`config.mk`:
```
export PLATFORM = sky130hd
export DESIGN_NAME = bgu_queue
export DESIGN_NICKNAME = d
export VERILOG_FILES = /design/src/rtl/bgu_pkg.sv /design/src/rtl/bgu_queue.sv
export SDC_FILE = /design/constraint.sdc
export NUM_CORES = 1
export LEC_CHECK = 0
export ABC_AREA = 0
export ABC_CLOCK_PERIOD_IN_PS = 3100
export BUFFER_PORTS_ARGS = -buffer_cell sky130_fd_sc_hd__buf_2
export CAP_MARGIN = 0
export CORE_ASPECT_RATIO = 1.25
export CORE_UTILIZATION = 51
export CTS_BUF_LIST = sky130_fd_sc_hd__clkbuf_16
export DETAILED_ROUTE_END_ITERATION = 16
export GPL_TIMING_DRIVEN = 0
export PLACE_DENSITY_LB_ADDON = 0.15
export SLEW_MARGIN = 5
export SYNTH_ARGS = -nofsm -noshare
export SYNTH_HDL_FRONTEND = slang
export SYNTH_SLANG_ARGS = --single-unit
```
`constraint.sdc`:
```
create_clock -name clk -period 3.1 [get_ports clk]
set_clock_uncertainty 0.2 [all_clocks]
set_input_delay 0.62 -clock clk [delete_from_list [all_inputs] [get_ports clk]]
set_output_delay 0.62 -clock clk [all_outputs]
set_load 0.01 [all_outputs]
```
`src/rtl/bgu_pkg.sv`:
```
package bgu_pkg;

  localparam int SOURCE_SIZE = 24;
  localparam int MAX_FACTOR  = 3;
  localparam int CHUNK_BITS  = 12;
  localparam int ROW_W       = SOURCE_SIZE;
  localparam int FACTOR_W    = 2;
  localparam int SRC_CNT_W   = 5;
  localparam int OROW_W      = 7;
  localparam int NROWS_W     = 3;
  localparam int CHUNK_IDX_W = 4;
  localparam int PADDR_W     = 3;
  localparam int PDATA_W     = 32;

  typedef enum logic [0:0] {
    REG_X_FACTOR = 1'b0,
    REG_Y_FACTOR = 1'b1
  } reg_idx_t;

  typedef struct packed {
    logic [ROW_W-1:0]    row_bits;
    logic [FACTOR_W-1:0] xf;
    logic [NROWS_W-1:0]  nrows;
    logic                img_last;
  } q_entry_t;

  function automatic logic [FACTOR_W-1:0] eff_factor(input logic [FACTOR_W-1:0] f);
    logic [FACTOR_W-1:0] r;
    r = f;
    if (r < FACTOR_W'(1)) r = FACTOR_W'(1);
    if (r > FACTOR_W'(MAX_FACTOR)) r = FACTOR_W'(MAX_FACTOR);
    return r;
  endfunction

  function automatic logic [3:0] times3(input logic [FACTOR_W-1:0] f);
    return 4'(f) * 4'd3;
  endfunction

  function automatic logic [7:0] div3(input logic [7:0] x);
    logic [15:0] p;
    p = 16'(x) * 16'd171;
    return 8'(p >> 9);
  endfunction

  function automatic logic [CHUNK_BITS-1:0] scale_chunk(
    input logic [ROW_W-1:0]       row,
    input logic [FACTOR_W-1:0]    xf,
    input logic [CHUNK_IDX_W-1:0] c
  );
    logic [CHUNK_BITS-1:0] chunk;
    logic [7:0]            j;
    logic [7:0]            t;
    logic [4:0]            sc;
    chunk = '0;
    for (int b = 0; b < CHUNK_BITS; b++) begin
      j = 8'(c) * 8'(CHUNK_BITS) + 8'(b);
      t = div3(j << 1);
      unique case (xf)
        2'd2:    sc = 5'(div3(j));
        2'd3:    sc = 5'(div3(t));
        default: sc = 5'(t);
      endcase
      chunk[CHUNK_BITS-1-b] = row[5'(SOURCE_SIZE-1) - sc];
    end
    return chunk;
  endfunction

endpackage

```
`src/rtl/bgu_queue.sv`:
```
module bgu_queue import bgu_pkg::*; (
  input  logic     clk,
  input  logic     rst_n,
  input  logic     push,
  input  q_entry_t push_data,
  input  logic     pop,
  output q_entry_t pop_data,
  output logic     full,
  output logic     empty
);

  q_entry_t   mem [2];
  logic       wr_ptr_r, rd_ptr_r;
  logic [1:0] count_r, count_nxt;

  assign full     = (count_r == 2'd2);
  assign empty    = (count_r == 2'd0);
  assign pop_data = mem[rd_ptr_r];

  always_comb begin
    count_nxt = count_r;
    if (push && !pop) count_nxt = count_r + 2'd1;
    if (pop && !push) count_nxt = count_r - 2'd1;
  end

  always_ff @(posedge clk) begin
    if (push) begin
      mem[wr_ptr_r] <= push_data;
    end
  end

  always_ff @(posedge clk) begin
    if (!rst_n) begin
      wr_ptr_r <= 1'b0;
      rd_ptr_r <= 1'b0;
      count_r  <= 2'd0;
    end else begin
      if (push) wr_ptr_r <= !wr_ptr_r;
      if (pop)  rd_ptr_r <= !rd_ptr_r;
      count_r <= count_nxt;
    end
  end

  a_no_overflow: assert property (@(posedge clk) disable iff (!rst_n) push |-> !full)
    else $error("queue push while full");
  a_no_underflow: assert property (@(posedge clk) disable iff (!rst_n) pop |-> !empty)
    else $error("queue pop while empty");
  a_ptr_count: assert property (@(posedge clk) disable iff (!rst_n)
    (count_r == 2'd1) |-> (wr_ptr_r != rd_ptr_r))
    else $error("queue pointers disagree with count");

endmodule

```
# --- Word-level counts from Yosys, hierarchy flattened ---
# Memory sizes are Yosys's and may differ from the RTL's. A register that Yosys moved wholly into a read port is not among the register bits.
# Cells that the tools add are included.
totals:
  regBits: 4
  ram_bits: 60
  output_inout_bits: 32
  memories: 1
classes:
  add_sub_neg: 2
  n_eq_ne: 1
  n_mux: 6
  reduce_logical: 8
memory_table:
  columns: ["name", "depth", "word_bits", "rd", "rd_ports_with_merged_regs", "wr", "line_no", "text"]
  rows:
  - ["mem", 2, 30, 1, 1, 1, "bgu_queue.sv:12", "q_entry_t mem [2];"]
op_table:
  columns: ["cell", "count"]
  rows:
  - ["$logic_not 1->1", 4]
  - ["$mux 1", 4]
  - ["$mux 2", 2]
  - ["$add 2x1->2 const B", 1]
  - ["$eq 2x2->1 const B", 1]
  - ["$logic_and 1x1->1", 2]
  - ["$logic_not 2->1", 1]
  - ["$reduce_bool 2->1", 1]
  - ["$sub 2x1->2 const B", 1]

# --- Longest topological paths before layout ---
logic_depth:
  depth_word: 4
  mapped_depth: 5
  ltp_nobuf: 5

# --- Worst setup path before layout ---
# Ideal clock, no wire load.
synth_timing:
  path_type: "in2reg"
  start: "in push"
  end: "mem mem[0][0] in the netlist's numbering, enable pin"
  setup_time_ps: 419
  arrival_ps: 1972
  required_ps: 2481
  slack_ps: 509
  stages: 2
  path_buffers: 0
  cell_sequence: "inv_1 -> nor2_1"
synth_via:
  elab_chain_len: 2
synth_rtl:
  columns: ["item", "line_no", "text"]
  rows:
  - ["start, declared", "bgu_queue.sv:4", "input logic push,"]
  - ["$mux 1", "bgu_queue.sv:27", "if (push) begin"]
  - ["$mux 1 (implied by the code)", "bgu_queue.sv:28", "mem[wr_ptr_r] <= push_data;"]
  - ["end, declared", "bgu_queue.sv:12", null]
# No other way between the ends.

==> run_results.csv <==
group,metric,value,unit
yosys,muxShareOfSynthArea,0.142,
yosys,synth_adder_area_share,0.00528,
global_route,grt_max_degree,32,
finish,final_common_cell,"buf_2",
setup_path,cp_max_fo,10,
power,ir_drop,0.472,mV
setup_path,cp.arrival,1.42,ns
sta,rsz0062_at_grt,"no",
worst_hold_path,hold_class,"input pin to register",
sta,worst_slew_pin_slew,0.879,ns
clocking,clkTransAtPathRegs,0.05,ns
sta,period_needed,2.24,ns
finish,nNetsFinal,226,
finish,diodes,0,
sta,max_freq,446,MHz
clocking,clock_path_buffers,2,
sta,maxSlewHeadroom,0.412,
setup_path,timing_worst_setup_path_type,"register to output port",
clocking,cts_sinks,65,
yosys,ys_seq_elements,65,
yosys,syn_area,2370,um^2
routing,vias,1250,
setup_path,crit_path_end_kind,"output port",
routing,wl_per_cell,14.7,um
yosys,synth_compound_area_frac,0.00844,
sta,period_share,0.724,
power,p_per_area,713,nW/um^2
routing,drc,0,
placement,gp_congestion,0.616,
floorplanning,rows,27,
clocking,post_cts_resized,0,
routing,drtIter0Drc,35,
yosys,synth-simple-area-share,0.0227,
clocking,clk_latency,0.32,ns
outcome,outcome,"finished clean",
routing,antenna_left,0,
flow_run,maxCapViolCount,0,
finish,final_cell_mix,"buf_2 (68), edfxtp_1 (60), mux2_2 (30)",
global_route,grt_pass1_wl,5840,um
floorplanning,ios,66,
setup_path,rr_startpoint,"wr_ptr_r$_SDFFE_PN0P_",
power,p_leak,1.18,nW
power,p_total,0.00219,W
clocking,post_cts_buffers,0,
global_route,track_usage,0.166,
clocking,cts_tree,"built",
sta,finalSetupViolCount,0,
finish,syn_to_final_growth,29.6,%
floorplanning,fp.coreArea,4430,um^2
sta,maxSlewViolCount,0,
setup_path,cp.required,2.28,ns
clocking,cts_root_buf,"clkbuf_16",
routing,wl,3720,um
yosys,seq_area_frac_synth,0.802,
global_route,grt_pass1_vias,1324,
yosys,synth_xor_area_frac,0.0111,
yosys,synth_top_family_by_area,"multiplexers",
yosys,synth_nets,150,
yosys,netlist-cell-type-count,16,
clocking,ctsHoldBuffers,0,
routing,first_pass_iters,4,
worst_hold_path,hold_start,"push_data[22]",
clocking,cts_max_level,3,
placement,dp_hpwl,2370,um
sta,finalSetupTns,0,ns
setup_path,startpoint_type,"register",
finish,drive_above_1_share,0.592,
yosys,avgSynthCellArea,20.6,um^2
floorplanning,die_w,63.0,um
routing,routed_via_density,4.92,
global_route,gr-total-overflow,0,
clocking,cts_buffers,9,
yosys,postSynthCellCount,115,
global_route,antenna_found_initial,0,
floorplanning,die_h,78.2,um
placement,port_buffers,65,
floorplanning,initial_core_util,0.536,
floorplanning,fp.dieArea,4930,um^2
sta,final_hold_viol_count,0,
yosys,yosysWarningCount,0,
synthesized netlist by cell type:
cell type	instances	area share
nor2_1	2	0.0032
buf_2	3	0.0063
mux2_2	30	0.14
or3_1	1	0.0026
inv_1	1	0.0016
dfxtp_1	5	0.042
xor2_1	1	0.0037
xnor2_1	2	0.0074
and2_1	4	0.011
a21boi_1	1	0.0032
o21ai_0	1	0.0021
and2b_2	1	0.0037
nor2b_1	1	0.0026
ha_1	1	0.0053
edfxtp_1	60	0.76
o21a_1	1	0.0032
kinds of logic (layout without fill, tap and decap cells):
logic type,count (synthesis),in the layout
xor gates and xnor gates,3,3
buffers and inverters,4,85
adders and majority gates,1,1
DFF,65,65
AOI/OAI and AO/OA,3,3
and+or+nand+nor,9,9
muxes,30,30
power by group:
part           total (W)  switching, W  internal (W)  leakage [nW]
Clock           0.000965      0.000346      0.000619         0.135
Combinational   0.000199     0.0000997     0.0000994         0.436
Sequential       0.00103     0.0000150       0.00101         0.605
layout make-up:
cell class / instances / area [um^2]
Tap cell: 58 / 72.6
Inverter: 1 / 3.75
Multi-Input combinational cell: 46 / 459
Timing Repair Buffer: 65 / 325
Buffer: 3 / 15.0
Clock inverter: 7 / 70.1
Fill cell: 313 / 1350
Clock buffer: 9 / 225
Sequential cell: 65 / 1900
critical path: stages (launching register included):
cell,delay (ns)
dfxtp_1,0.33
buf_2,0.26
mux2_2,0.38
buf_2,0.14
path summary, 6_finish.rpt:
check	slack (ns)	to	depth (start not counted)
min reg2reg	0.33	count_r[1]$_SDFFE_PN0P_	2
min	0.28	mem[1][22]$_DFFE_PP_	1
max	0.86	pop_data[24]	3
max reg2reg	1.48	mem[0][16]$_DFFE_PP_	1
state kept, by name (all words and copies together) (netlist names), named ones only:
register  count
count_r       2
wr_ptr_r      1
mem          60
rd_ptr_r      1
metrics by stage:
step                      worst slack, ns  std cells  utilization  area [um^2]  hold WS, ns
after floorplan                     0.509        115            -         2370        0.266
after global placement             -0.171        238        0.626         2770        0.278
after detailed placement            0.669        238        0.627         2780        0.326
after CTS                           0.836        254        0.694         3070        0.278
after global routing                0.782        254        0.694         3070        0.282
final                               0.856        254        0.694         3070        0.284
metal layers:
| layer | up-vias | part of all wire | track usage |
|---|---|---|---|
| met3 | 8 | 0.058 | 0.0552 |
| met4 | 0 | 0.017 | 0.0977 |
| met2 | 43 | 0.53 | 0.289 |
| met1 | 606 | 0.39 | 0.172 |
| li1 | 593 | - | - |
| met5 | - | 0 | 0 |
(Power assumes the default switching activity.)
